$ cat config.mk
export PLATFORM = sky130hd
export DESIGN_NAME = utf8_validate_latin1_repair
export DESIGN_NICKNAME = d
export VERILOG_FILES = /design/src/design/utf8v_pkg.sv /design/src/design/utf8v_out_stage.sv /design/src/design/utf8_validate_latin1_repair.sv
export SDC_FILE = /design/constraint.sdc
export NUM_CORES = 1
export LEC_CHECK = 0
export BUFFER_PORTS_ARGS = -buffer_cell sky130_fd_sc_hd__buf_4
export CAP_MARGIN = 10
export CORE_MARGIN = 1
export CORE_UTILIZATION = 40
export DETAILED_ROUTE_END_ITERATION = 8
export PLACE_DENSITY = 0.6
export SLEW_MARGIN = 40
export SYNTH_ARGS = -nofsm -noshare
export SYNTH_HDL_FRONTEND = slang
export SYNTH_SLANG_ARGS = --single-unit
$ cat constraint.sdc
create_clock -name i_clk -period 12 [get_ports i_clk]
set_input_delay 0.6 -clock i_clk [delete_from_list [all_inputs] [get_ports i_clk]]
set_output_delay 0.6 -clock i_clk [all_outputs]
set_load 0.01 [all_outputs]
$ cat src/design/utf8v_pkg.sv
// ----------------------------------------------------------------------------
// utf8v_pkg
// Shared types, constants and the lead-byte decoder for the UTF-8 validator.
// ----------------------------------------------------------------------------
`default_nettype none

package utf8v_pkg;

    localparam logic [7:0] ASCII_LIMIT   = 8'h80;
    localparam logic [7:0] LEAD2_MIN     = 8'hC2;
    localparam logic [7:0] LEAD2_MAX     = 8'hDF;
    localparam logic [7:0] LEAD3_E0      = 8'hE0;
    localparam logic [7:0] LEAD3_ED      = 8'hED;
    localparam logic [7:0] LEAD3_MAX     = 8'hEF;
    localparam logic [7:0] LEAD4_F0      = 8'hF0;
    localparam logic [7:0] LEAD4_F4      = 8'hF4;
    localparam logic [7:0] CONT_LO       = 8'h80;
    localparam logic [7:0] CONT_HI       = 8'hBF;
    localparam logic [7:0] CONT_LO_E0    = 8'hA0;
    localparam logic [7:0] CONT_HI_ED    = 8'h9F;
    localparam logic [7:0] CONT_LO_F0    = 8'h90;
    localparam logic [7:0] CONT_HI_F4    = 8'h8F;
    localparam logic [7:0] LATIN_HI_BASE = 8'hC0;
    localparam logic [7:0] LATIN_LO_BASE = 8'h80;
    localparam logic [7:0] LATIN_MASK    = 8'h3F;

    typedef enum logic [2:0] {
        S_IDLE,
        S_LEAD,
        S_CHECK,
        S_EMIT,
        S_FLUSH
    } t_state;

    // continuation count (0 = not a lead) and bounds on the first continuation
    typedef struct packed {
        logic [1:0] len;
        logic [7:0] lo;
        logic [7:0] hi;
    } t_lead;

    // sequencer to output stage
    typedef struct packed {
        logic       push;
        logic [7:0] data;
        logic       flush;
        logic       eop;
    } t_emit_ctl;

    function automatic t_lead lead_info(input logic [7:0] c);
        t_lead r;
        r.len = 2'd0;
        r.lo  = CONT_LO;
        r.hi  = CONT_HI;
        if (c >= LEAD2_MIN && c <= LEAD2_MAX) begin
            r.len = 2'd1;
        end else if (c >= LEAD3_E0 && c <= LEAD3_MAX) begin
            r.len = 2'd2;
            if (c == LEAD3_E0) r.lo = CONT_LO_E0;
            if (c == LEAD3_ED) r.hi = CONT_HI_ED;
        end else if (c >= LEAD4_F0 && c <= LEAD4_F4) begin
            r.len = 2'd3;
            if (c == LEAD4_F0) r.lo = CONT_LO_F0;
            if (c == LEAD4_F4) r.hi = CONT_HI_F4;
        end
        return r;
    endfunction

endpackage

`default_nettype wire

$ cat src/design/utf8v_out_stage.sv
// ----------------------------------------------------------------------------
// utf8v_out_stage
// One-byte staging slot plus output register. A byte is only known to be the
// last of its step once the sequencer flushes, so each byte waits in the slot.
// ----------------------------------------------------------------------------
`default_nettype none

module utf8v_out_stage (
    input  wire logic                 i_clk,
    input  wire logic                 i_rst_n,
    input  wire utf8v_pkg::t_emit_ctl i_ctl,
    output logic                      o_can,
    output logic                      o_valid,
    input  wire logic                 i_stall,
    output logic [7:0]                o_out_byte,
    output logic                      o_last_of_run,
    output logic                      o_end_of_output
);

    logic       r_stg_v, n_stg_v;
    logic [7:0] r_stg_byte, n_stg_byte;
    logic       r_out_v, n_out_v;
    logic [7:0] r_out_byte, n_out_byte;
    logic       r_out_last, n_out_last;
    logic       r_out_eop, n_out_eop;
    logic       out_free;
    logic       load_out;

    assign out_free = !r_out_v || !i_stall;
    assign o_can    = !r_stg_v || out_free;
    assign load_out = o_can && r_stg_v && (i_ctl.push || i_ctl.flush);

    always_comb begin
        n_stg_v    = r_stg_v;
        n_stg_byte = r_stg_byte;
        n_out_byte = r_out_byte;
        n_out_last = r_out_last;
        n_out_eop  = r_out_eop;
        n_out_v    = out_free ? 1'b0 : r_out_v;
        if (load_out) begin
            n_out_v    = 1'b1;
            n_out_byte = r_stg_byte;
            n_out_last = i_ctl.flush;
            n_out_eop  = i_ctl.flush && i_ctl.eop;
        end
        if (o_can && i_ctl.push) begin
            n_stg_v    = 1'b1;
            n_stg_byte = i_ctl.data;
        end else if (o_can && i_ctl.flush) begin
            n_stg_v = 1'b0;
        end
    end

    always_ff @(posedge i_clk) begin
        if (!i_rst_n) begin
            r_stg_v <= 1'b0;
            r_out_v <= 1'b0;
        end else begin
            r_stg_v <= n_stg_v;
            r_out_v <= n_out_v;
        end
        r_stg_byte <= n_stg_byte;
        r_out_byte <= n_out_byte;
        r_out_last <= n_out_last;
        r_out_eop  <= n_out_eop;
    end

    assign o_valid         = r_out_v;
    assign o_out_byte      = r_out_byte;
    assign o_last_of_run   = r_out_last;
    assign o_end_of_output = r_out_eop;

    // a flush taken while o_can is high leaves the slot empty afterwards
    a_flush_empties: assert property (@(posedge i_clk) disable iff (!i_rst_n)
        (i_ctl.flush && o_can) |=> !r_stg_v)
        else $error("staging slot not emptied by flush");

    // output register only loads from a valid slot
    a_load_src: assert property (@(posedge i_clk) disable iff (!i_rst_n)
        (!r_stg_v && !(i_ctl.push && o_can)) |=> (r_out_v -> $past(r_out_v)))
        else $error("output loaded without staged byte");

    // push and flush are exclusive
    a_ctl_excl: assert property (@(posedge i_clk) disable iff (!i_rst_n)
        !(i_ctl.push && i_ctl.flush))
        else $error("push and flush together");

endmodule

`default_nettype wire

$ cat src/design/utf8_validate_latin1_repair.sv
// ----------------------------------------------------------------------------
// utf8_validate_latin1_repair
// UTF-8 validator that re-encodes bad lead bytes as two-byte Latin-1 UTF-8.
//
// Input channel: one text byte per item with end_of_text on the final byte
// of a string. Output channel: one sanitized byte per item; last_of_run
// marks the final byte caused by one input item, end_of_output the final
// byte of the string. Both channels use valid/stall; o_stall is high while
// an item is being worked.
// A four-entry byte queue (held bytes plus the new one) is scanned by a
// small sequencer that decodes the lead byte, checks one continuation byte
// per cycle in a shared range comparator, then emits one byte per cycle
// while the output stage can take it. Each input item is accepted in
// S_IDLE, then each lead byte is scanned in S_LEAD, each continuation
// check (including the one that finds a sequence unfinished) runs in
// S_CHECK and each byte is emitted in S_EMIT; S_FLUSH ends the item.
// Output bytes pass through a one-byte staging slot before the output
// register; a byte stays in the slot until another is pushed or the flush.
// A stalled receiver freezes the output register and, once the staging slot
// is full, the sequencer. Reset empties the queue, drops held bytes and
// clears both valid flags.
// ----------------------------------------------------------------------------
`default_nettype none

module utf8_validate_latin1_repair (
    input  wire logic       i_clk,
    input  wire logic       i_rst_n,
    input  wire logic       i_valid,
    output logic            o_stall,
    input  wire logic [7:0] i_in_byte,
    input  wire logic       i_end_of_text,
    output logic            o_valid,
    input  wire logic       i_stall,
    output logic [7:0]      o_out_byte,
    output logic            o_last_of_run,
    output logic            o_end_of_output
);

    utf8v_pkg::t_state    r_state, n_state;
    utf8v_pkg::t_emit_ctl ctl;
    utf8v_pkg::t_lead     lead;

    logic [7:0] r_q [4];
    logic [7:0] n_q [4];
    logic [2:0] r_nq, n_nq;
    logic [1:0] r_j, n_j;
    logic       r_latin, n_latin;
    logic       r_phase, n_phase;
    logic [2:0] r_left, n_left;
    logic       r_end, n_end;
    logic [7:0] r_pend [3];
    logic [7:0] n_pend [3];
    logic [1:0] r_pend_cnt, n_pend_cnt;

    logic       in_acc;
    logic       can;
    logic [7:0] cc;
    logic [7:0] lo, hi;
    logic       in_range;
    logic       incomplete;
    logic       emit_done;

    assign o_stall    = (r_state != utf8v_pkg::S_IDLE);
    assign in_acc     = i_valid && !o_stall;
    assign lead       = utf8v_pkg::lead_info(r_q[0]);
    assign cc         = r_q[r_j];
    assign lo         = (r_j == 2'd1) ? lead.lo : utf8v_pkg::CONT_LO;
    assign hi         = (r_j == 2'd1) ? lead.hi : utf8v_pkg::CONT_HI;
    assign in_range   = (cc >= lo) && (cc <= hi);
    assign incomplete = ({1'b0, r_j} >= r_nq);
    assign emit_done  = r_latin ? r_phase : (r_left == 3'd1);

    // next state
    always_comb begin
        n_state = r_state;
        unique case (r_state)
            utf8v_pkg::S_IDLE: begin
                if (in_acc) n_state = utf8v_pkg::S_LEAD;
            end
            utf8v_pkg::S_LEAD: begin
                if (r_q[0] < utf8v_pkg::ASCII_LIMIT || lead.len == 2'd0) begin
                    n_state = utf8v_pkg::S_EMIT;
                end else begin
                    n_state = utf8v_pkg::S_CHECK;
                end
            end
            utf8v_pkg::S_CHECK: begin
                if (incomplete) begin
                    n_state = r_end ? utf8v_pkg::S_EMIT : utf8v_pkg::S_FLUSH;
                end else if (!in_range || r_j == lead.len) begin
                    n_state = utf8v_pkg::S_EMIT;
                end
            end
            utf8v_pkg::S_EMIT: begin
                if (can && emit_done) begin
                    n_state = (r_nq == 3'd1) ? utf8v_pkg::S_FLUSH : utf8v_pkg::S_LEAD;
                end
            end
            utf8v_pkg::S_FLUSH: begin
                if (can) n_state = utf8v_pkg::S_IDLE;
            end
            default: n_state = utf8v_pkg::S_IDLE;
        endcase
    end

    // datapath and emit control
    always_comb begin
        n_q        = r_q;
        n_nq       = r_nq;
        n_j        = r_j;
        n_latin    = r_latin;
        n_phase    = r_phase;
        n_left     = r_left;
        n_end      = r_end;
        n_pend     = r_pend;
        n_pend_cnt = r_pend_cnt;
        ctl        = '0;
        unique case (r_state)
            utf8v_pkg::S_IDLE: begin
                if (in_acc) begin
                    for (int k = 0; k < 3; k++) begin
                        if (2'(k) < r_pend_cnt) begin
                            n_q[k] = r_pend[k];
                        end else if (2'(k) == r_pend_cnt) begin
                            n_q[k] = i_in_byte;
                        end
                    end
                    if (r_pend_cnt == 2'd3) n_q[3] = i_in_byte;
                    n_nq       = {1'b0, r_pend_cnt} + 3'd1;
                    n_end      = i_end_of_text;
                    n_pend_cnt = 2'd0;
                end
            end
            utf8v_pkg::S_LEAD: begin
                if (r_q[0] < utf8v_pkg::ASCII_LIMIT) begin
                    n_latin = 1'b0;
                    n_left  = 3'd1;
                end else if (lead.len == 2'd0) begin
                    n_latin = 1'b1;
                    n_phase = 1'b0;
                end else begin
                    n_j = 2'd1;
                end
            end
            utf8v_pkg::S_CHECK: begin
                if (incomplete) begin
                    if (r_end) begin
                        n_latin = 1'b1;
                        n_phase = 1'b0;
                    end else begin
                        // hold the partial sequence for the next item
                        for (int k = 0; k < 3; k++) n_pend[k] = r_q[k];
                        n_pend_cnt = r_nq[1:0];
                    end
                end else if (!in_range) begin
                    n_latin = 1'b1;
                    n_phase = 1'b0;
                end else if (r_j == lead.len) begin
                    n_latin = 1'b0;
                    n_left  = {1'b0, lead.len} + 3'd1;
                end else begin
                    n_j = r_j + 2'd1;
                end
            end
            utf8v_pkg::S_EMIT: begin
                ctl.push = 1'b1;
                if (r_latin) begin
                    ctl.data = r_phase
                        ? (utf8v_pkg::LATIN_LO_BASE | (r_q[0] & utf8v_pkg::LATIN_MASK))
                        : (utf8v_pkg::LATIN_HI_BASE | {6'd0, r_q[0][7:6]});
                end else begin
                    ctl.data = r_q[0];
                end
                if (can) begin
                    if (r_latin) n_phase = !r_phase;
                    else         n_left  = r_left - 3'd1;
                    if (!r_latin || r_phase) begin
                        for (int k = 0; k < 3; k++) n_q[k] = r_q[k+1];
                        n_nq = r_nq - 3'd1;
                    end
                end
            end
            utf8v_pkg::S_FLUSH: begin
                ctl.flush = 1'b1;
                ctl.eop   = r_end;
            end
            default: ;
        endcase
    end

    always_ff @(posedge i_clk) begin
        if (!i_rst_n) begin
            r_state    <= utf8v_pkg::S_IDLE;
            r_nq       <= 3'd0;
            r_pend_cnt <= 2'd0;
        end else begin
            r_state    <= n_state;
            r_nq       <= n_nq;
            r_pend_cnt <= n_pend_cnt;
        end
        r_q     <= n_q;
        r_j     <= n_j;
        r_latin <= n_latin;
        r_phase <= n_phase;
        r_left  <= n_left;
        r_end   <= n_end;
        r_pend  <= n_pend;
    end

    utf8v_out_stage u_out (
        .i_clk           (i_clk),
        .i_rst_n         (i_rst_n),
        .i_ctl           (ctl),
        .o_can           (can),
        .o_valid         (o_valid),
        .i_stall         (i_stall),
        .o_out_byte      (o_out_byte),
        .o_last_of_run   (o_last_of_run),
        .o_end_of_output (o_end_of_output)
    );

    a_queue_bound: assert property (@(posedge i_clk) disable iff (!i_rst_n)
        (r_state == utf8v_pkg::S_LEAD || r_state == utf8v_pkg::S_EMIT)
        |-> (r_nq != 3'd0 && r_nq <= 3'd4))
        else $error("byte queue empty or overfull while scanning");

    a_check_index: assert property (@(posedge i_clk) disable iff (!i_rst_n)
        (r_state == utf8v_pkg::S_CHECK) |-> (lead.len != 2'd0 && r_j != 2'd0 && r_j <= lead.len))
        else $error("continuation index out of range");

    a_nothing_held_at_end: assert property (@(posedge i_clk) disable iff (!i_rst_n)
        (r_state == utf8v_pkg::S_FLUSH && r_end) |-> (r_pend_cnt == 2'd0))
        else $error("bytes held past end of string");

    a_copy_len: assert property (@(posedge i_clk) disable iff (!i_rst_n)
        (r_state == utf8v_pkg::S_EMIT && !r_latin) |-> (r_left != 3'd0 && r_left <= r_nq))
        else $error("copy run longer than queue");

endmodule

`default_nettype wire
### Word-level counts from Yosys, hierarchy flattened

Cells that the tools add are included.

| storage, ports and cells | value |
|---|---|
| bits in registers | 92 |
| bits in latches | 0 |
| bits in writable memories | 0 |
| ROM bits | 0 |
| output and inout bits | 12 |
| logic and storage cells | 207 |
| memories kept | 0 |

| operators by class | value |
|---|---|
| add/sub/neg operators | 5 |
| $mul | 0 |
| divide/modulo/power cells | 0 |
| magnitude comparators | 14 |
| equal/unequal tests | 40 |
| shift operators | 0 |
| multiplexer cells | 78 |
| bitwise logic cells | 2 |
| reduce and logical (&&, ||, !) cells | 47 |

Operators with widths:

| cell | count |
|---|---|
| 2-to-1 mux 8 bit | 12 |
| 2-to-1 mux 24 bit | 2 |
| 2-to-1 mux 3 bit | 16 |
| one-hot mux 24 bit (2 select lines) | 1 |
| 2-to-1 mux 18 bit | 2 |
| != test 2 bit, second input constant | 17 |
| == test 8 bit, second input constant | 4 |
| 2-to-1 mux 32 bit | 1 |
| >= comparator 8 bit, second input constant | 3 |
| less-or-equal comparator 8 bit, second input constant | 3 |
| != test 3 bit, second input constant | 7 |
| 2-to-1 mux 2 bit | 10 |
| 2-to-1 mux 1 bit | 19 |
| 2-to-1 mux 6 bit | 3 |
| binary-select mux 8 bit (select 2 bit) | 1 |
| 2-to-1 mux 16 bit | 1 |
| AND reduction 4 bit | 4 |
| one-hot mux 3 bit (5 select lines) | 1 |
| AND reduction 5 bit | 3 |
| AND reduction 7 bit | 2 |
| logical AND 1 bit | 11 |
| nonzero test 2 bit | 5 |
| == test 3 x 1 -> 1 bit, second input constant | 3 |
| 2-to-1 mux 9 bit | 1 |
| other kinds (35) | 54 |

### Longest topological paths before layout

| depth | value |
|---|---|
| depth after elaboration | 13 |
| mapped depth | 15 |
| mapped depth without buffers | 13 |

### Hierarchy

Synthesis repeated with hierarchy kept, for this count alone.

| unflattened totals | value |
|---|---|
| cell total of the unflattened synthesis | 380 |
| area, all modules | 4546.9 um^2 |

Modules (own cells, without submodules):

| module | times used | cells each | area an instance (um^2) | sequential area each (um^2) |
|---|---|---|---|---|
| utf8_validate_latin1_repair | 1 | 350 | 3912.5 | 2082.0 |
| utf8v_out_stage | 1 | 30 | 634.4 | 580.6 |

### Worst setup path before layout

No wires, ideal clock.

| path | value |
|---|---|
| path type | reg-to-reg |
| from | reg r_j[0] |
| to | reg r_state[2] |
| library setup time | 0.082 ns |
| arrival time | 4.483 ns |
| data required time | 11.918 ns |
| setup slack | 7.435 ns |
| cell stages (with the launch flop) | 10 |
| path through | edfxtp_1 -> buf_6 -> clkbuf_1 -> inv_1 -> ha_1 -> nand2b_1 -> a21oi_1 -> nor4_1 -> o221ai_1 -> a21boi_0 |

| between the ends | value |
|---|---|
| longest elaborated chain between the ends | 10 |
| elaborated cells on any way between the ends | 18 |
| those cells by class | 3 x order compare; 3 x eq/ne; 7 x mux; 1 x bitwise; 4 x reduce/logical |

RTL lines:

| item | line | source |
|---|---|---|
| start, declared | utf8_validate_latin1_repair.sv:46 | `logic [1:0] r_j, n_j;` |
| start signal, assigned | utf8_validate_latin1_repair.sv:202 | `r_j <= n_j;` |
| inverter 2 -> 3 bit (not written as such) | utf8_validate_latin1_repair.sv:66 | `assign cc = r_q[r_j];` |
| binary-select mux 8 bit (select 2 bit) | utf8_validate_latin1_repair.sv:66 |  |
| 2-to-1 mux 8 bit (not written as such) (2 in series) | utf8_validate_latin1_repair.sv:66 |  |
| >= comparator 8 bit or less-or-equal comparator 8 bit (tied branches) | utf8_validate_latin1_repair.sv:69 | `assign in_range = (cc >= lo) && (cc <= hi);` |
| logical AND 1 bit | utf8_validate_latin1_repair.sv:69 |  |
| zero test 1 bit | -- |  |
| logical OR 1 bit | utf8_validate_latin1_repair.sv:90 | `end else if (!in_range \|\| r_j == lead.len) begin` |
| != test 3 bit (no source line) | -- |  |
| AND reduction 4 bit (no source line) | -- |  |
| end signal, assigned | utf8_validate_latin1_repair.sv:193 | `r_state <= utf8v_pkg::S_IDLE;` |
| end signal, assigned | utf8_validate_latin1_repair.sv:197 | `r_state <= n_state;` |
| end, declared | utf8_validate_latin1_repair.sv:39 | `utf8v_pkg::t_state r_state, n_state;` |

Parallel ways exist; a longest one is shown, timed or not. The select of a mux whose other input is x is not followed.
A chain may end at the register's enable or synchronous reset.

### Final worst setup path

| path | value |
|---|---|
| from | reg r_j[0] |
| to | reg r_left[2], enable pin |

| between the ends | value |
|---|---|
| longest elaborated chain between the ends | 8 |
| elaborated cells on any way between the ends | 16 |
| those cells by class | 3 x order compare; 5 x eq/ne; 5 x mux; 1 x bitwise; 2 x reduce/logical |

RTL lines:

| item | line | source |
|---|---|---|
| inverter 2 -> 3 bit (not written as such) | utf8_validate_latin1_repair.sv:66 |  |
| binary-select mux 8 bit (select 2 bit) | utf8_validate_latin1_repair.sv:66 |  |
| 2-to-1 mux 8 bit (not written as such) (2 in series) | utf8_validate_latin1_repair.sv:66 |  |
| >= comparator 8 bit or less-or-equal comparator 8 bit (tied branches) | utf8_validate_latin1_repair.sv:69 |  |
| logical AND 1 bit | utf8_validate_latin1_repair.sv:69 |  |
| != test 2 bit (no source line) | -- |  |
| AND reduction 7 bit (no source line) * | -- |  |
| end signal, assigned | utf8_validate_latin1_repair.sv:205 | `r_left <= n_left;` |
| end, declared | utf8_validate_latin1_repair.sv:49 | `logic [2:0] r_left, n_left;` |

Mark *: on every way between the ends. The rest lies on a longest branch, timed or not. The select of a mux whose other input is x is not followed.

==> flow_metrics.env <==
export IMPL_synth_top_family_by_area="simple AND/OR/NAND/NOR gates"
export IMPL_path_cells="ha_1 -> nor2b_1 -> nand4_1 -> nor2_1 -> nor4bb_1 -> ha_1 -> and3_1 -> a22oi_1 -> o41a_1 -> nor3_1 -> a21oi_1 -> nor3_1"
export IMPL_gr_usage_all_layers=0.183
export IMPL_fmax_ghz=0.268
export IMPL_rsz0062_at_grt="false"
export IMPL_synthCells=386
export IMPL_drc=0
export IMPL_async_reset_ff_frac=0
export IMPL_seq_area_frac_synth=0.583
export IMPL_first_pass_iters=4
export IMPL_yosysTopAreaCellShare=0.539
export IMPL_die_width_um=109
export IMPL_overflow=0
export IMPL_clk_latency_ns=0.34
export IMPL_worstHoldPathType="reg2reg"
export IMPL_crit_buf_inv=0
export IMPL_start_kind="flip-flop"
export IMPL_maxCapViolations=0
export IMPL_numPortBuffers=24
export IMPL_row_count=38
export IMPL_avgSynthCellArea_um2=11.8
export IMPL_yosys_warnings=0
export IMPL_cp_slowest_cell="edfxtp_1"
export IMPL_post_place_ws_ns=8.32
export IMPL_yosys_mux_area_fraction=0.0893
export IMPL_area_growth_pct=12.6
export IMPL_finalHoldViolCount=0
export IMPL_diodes=0
export IMPL_die_area_mm2=0.0119
export IMPL_dieHeight_um=109
export IMPL_tightest_slew_ns=0.756
export IMPL_gp_congestion=0.813
export IMPL_tritoncts="done"
export IMPL_clkSinkCount=92
export IMPL_root_buffer="clkbuf_16"
export IMPL_grt_max_degree=34
export IMPL_numCtsBuffers=9
export IMPL_period_share=0.311
export IMPL_synth_edf_count=82
export IMPL_ir_drop_mv=0.0931
export IMPL_grt_pass1_wl_um=16200
export IMPL_vias=3073
export IMPL_first_global_vias=3011
export IMPL_clock_path_buffers=2
export IMPL_period_needed_ns=3.74
export IMPL_powerDensity_mw_per_mm2=157
export IMPL_cp_required_ns=11.98
export IMPL_hpwl_um=6590
export IMPL_post_cts_buffers=0
export IMPL_synth_ff_type="edfxtp_1"
export IMPL_worstSetupEndpointType="flip-flop"
export IMPL_yosys_area_top_type="edfxtp_1"
export IMPL_synth_seq_cells=92
export IMPL_slew_headroom=0.495
export IMPL_synth_most_common_cell="edfxtp_1"
export IMPL_cts_clk_slew_worst_paths_ns=0.07
export IMPL_fin_util=0.468
export IMPL_final_setup_tns_ns=0
export IMPL_synth_cell_types=54
export IMPL_cpPeakStageDelay_ns=0.75
export IMPL_synth_common_cells="edfxtp_1, nand2_1, o21ai_0"
export IMPL_ios=25
export IMPL_instances_no_fill=544
export IMPL_start_util=0.416
export IMPL_ctsHtreeMaxLevel=3
export IMPL_design_core_area_mm2=0.0110
export IMPL_wl_per_cell_um=18.1
export IMPL_nets=428
export IMPL_status="complete, no violations"
export IMPL_drtAntennaViolNets=0
export IMPL_synthSimpleGateAreaFrac=0.138
export IMPL_routed_wl_um=9870
export IMPL_path_delay_family="simple AND/OR/NAND/NOR gates"
export IMPL_synth_xor_area_share=0.00383
export IMPL_antenna_found_initial=0
export IMPL_total_leakage_power_nw=1.88
export IMPL_synth_adder_area_share=0.0438
export IMPL_netlist_area_mm2=0.00457
export IMPL_crit_arrival_ns=3.72
export IMPL_synth_compound_area_frac=0.106
export IMPL_critPathKind="reg2reg"
export IMPL_holdWs_ns=0.420
export IMPL_setup_viol=0
export IMPL_drtIter0Drc=170
export IMPL_drive_gt1_frac=0.136
export IMPL_crit_fanout=17
export IMPL_cts_hold_buf=0
export IMPL_finalMaxSlewViolations=0
export IMPL_avgViaCountPerCell=5.65
export IMPL_syn_nets=415
export IMPL_skew_ns=0.00812
export IMPL_cts_resized=0
export IMPL_dp_cells=528
export IMPL_worst_slack_ns=8.26
export IMPL_yosys_top_cells_area="edfxtp_1, mux2i_1, dfxtp_1"
## where the power goes
part           switching, mW  internal (mW)
registers             0.0340          0.382
logic                 0.0710         0.0478
clock network          0.128          0.144
total                  0.233          0.574
## layout make-up
class | count | area (um^2)
fillers | 1033 | 5840
flip-flops and latches | 92 | 2660
multi-input cells | 252 | 1750
clock buffers | 9 | 225
repair buffers | 27 | 203
well taps | 140 | 175
inverters | 17 | 63.8
clock inverters | 7 | 60.1
## flip-flops by register name, summed over array words and instances, names as in the netlist
signal and count:
r_end 1, r_j 2, r_latin 1, r_left 3, r_nq 3, r_pend 24
r_pend_cnt 2, r_phase 1, r_q 32, r_state 3, u_out.o_end_of_output 1, u_out.o_last_of_run 1
u_out.o_out_byte 8, u_out.o_valid 1, u_out.r_stg_byte 8, u_out.r_stg_v 1
## per-layer routing
metal	GRT usage	wire (um)	share of wire	vias to the layer above
met3	0.0323	480	0.049	17
met2	0.282	4510	0.46	96
met5	0	0	0	-
met4	0.0801	212	0.021	0
met1	0.252	4670	0.47	1501
li1	-	-	-	1459
## logic make-up after synthesis
group,Yosys count
AND/OR/NAND/NOR,122
AO/OA/AOI/OAI,78
buffers and inverters,42
adder cells (fa/ha/maj),16
multiplexers,34
flip-flops,92
XOR/XNOR,2
## path summary, 6_finish.rpt
check	slack (ns)	startpoint	endpoint	depth (start not counted)
min reg2reg	0.42	u_out.r_stg_byte[5]$_SDFFCE_PN0P_	u_out.o_out_byte[5]$_DFFE_PP_	0
max reg2reg	8.26	r_j[0]$_SDFFCE_PN1P_	r_left[2]$_DFFE_PP_	12
max	8.26	r_j[0]$_SDFFCE_PN1P_	r_left[2]$_DFFE_PP_	12
min	0.42	u_out.r_stg_byte[5]$_SDFFCE_PN0P_	u_out.o_out_byte[5]$_DFFE_PP_	0
## stage by stage
stage / total power [mW] / cell area [um^2]
floorplan: 0.499 / 4570
global placement: 0.537 / 4850
detailed placement: 0.540 / 4860
CTS: 0.813 / 5140
global route: 0.846 / 5140
finish: 0.807 / 5140
## cell usage in the layout, fill, tap and decap left out, types with 2 or more instances in the layout
master / count
nand3b_1: 3
clkbuf_16: 9
a22o_1: 2
inv_8: 2
nand3_1: 4
nor3b_1: 4
and3_1: 7
inv_1: 17
mux4_2: 4
nand2_1: 44
a41oi_1: 2
o221ai_1: 3
and3b_1: 3
dfxtp_1: 10
nor3_1: 9
o211ai_1: 2
mux2i_1: 28
nor2b_1: 6
xnor2_1: 2
nor2_1: 20
clkinvlp_4: 2
a22oi_1: 5
nand2b_1: 6
a21oi_1: 14
and2_1: 3
a21boi_0: 3
buf_4: 27
ha_1: 16
edfxtp_1: 82
o21ai_0: 34
Power figures use the tool's default switching activity.
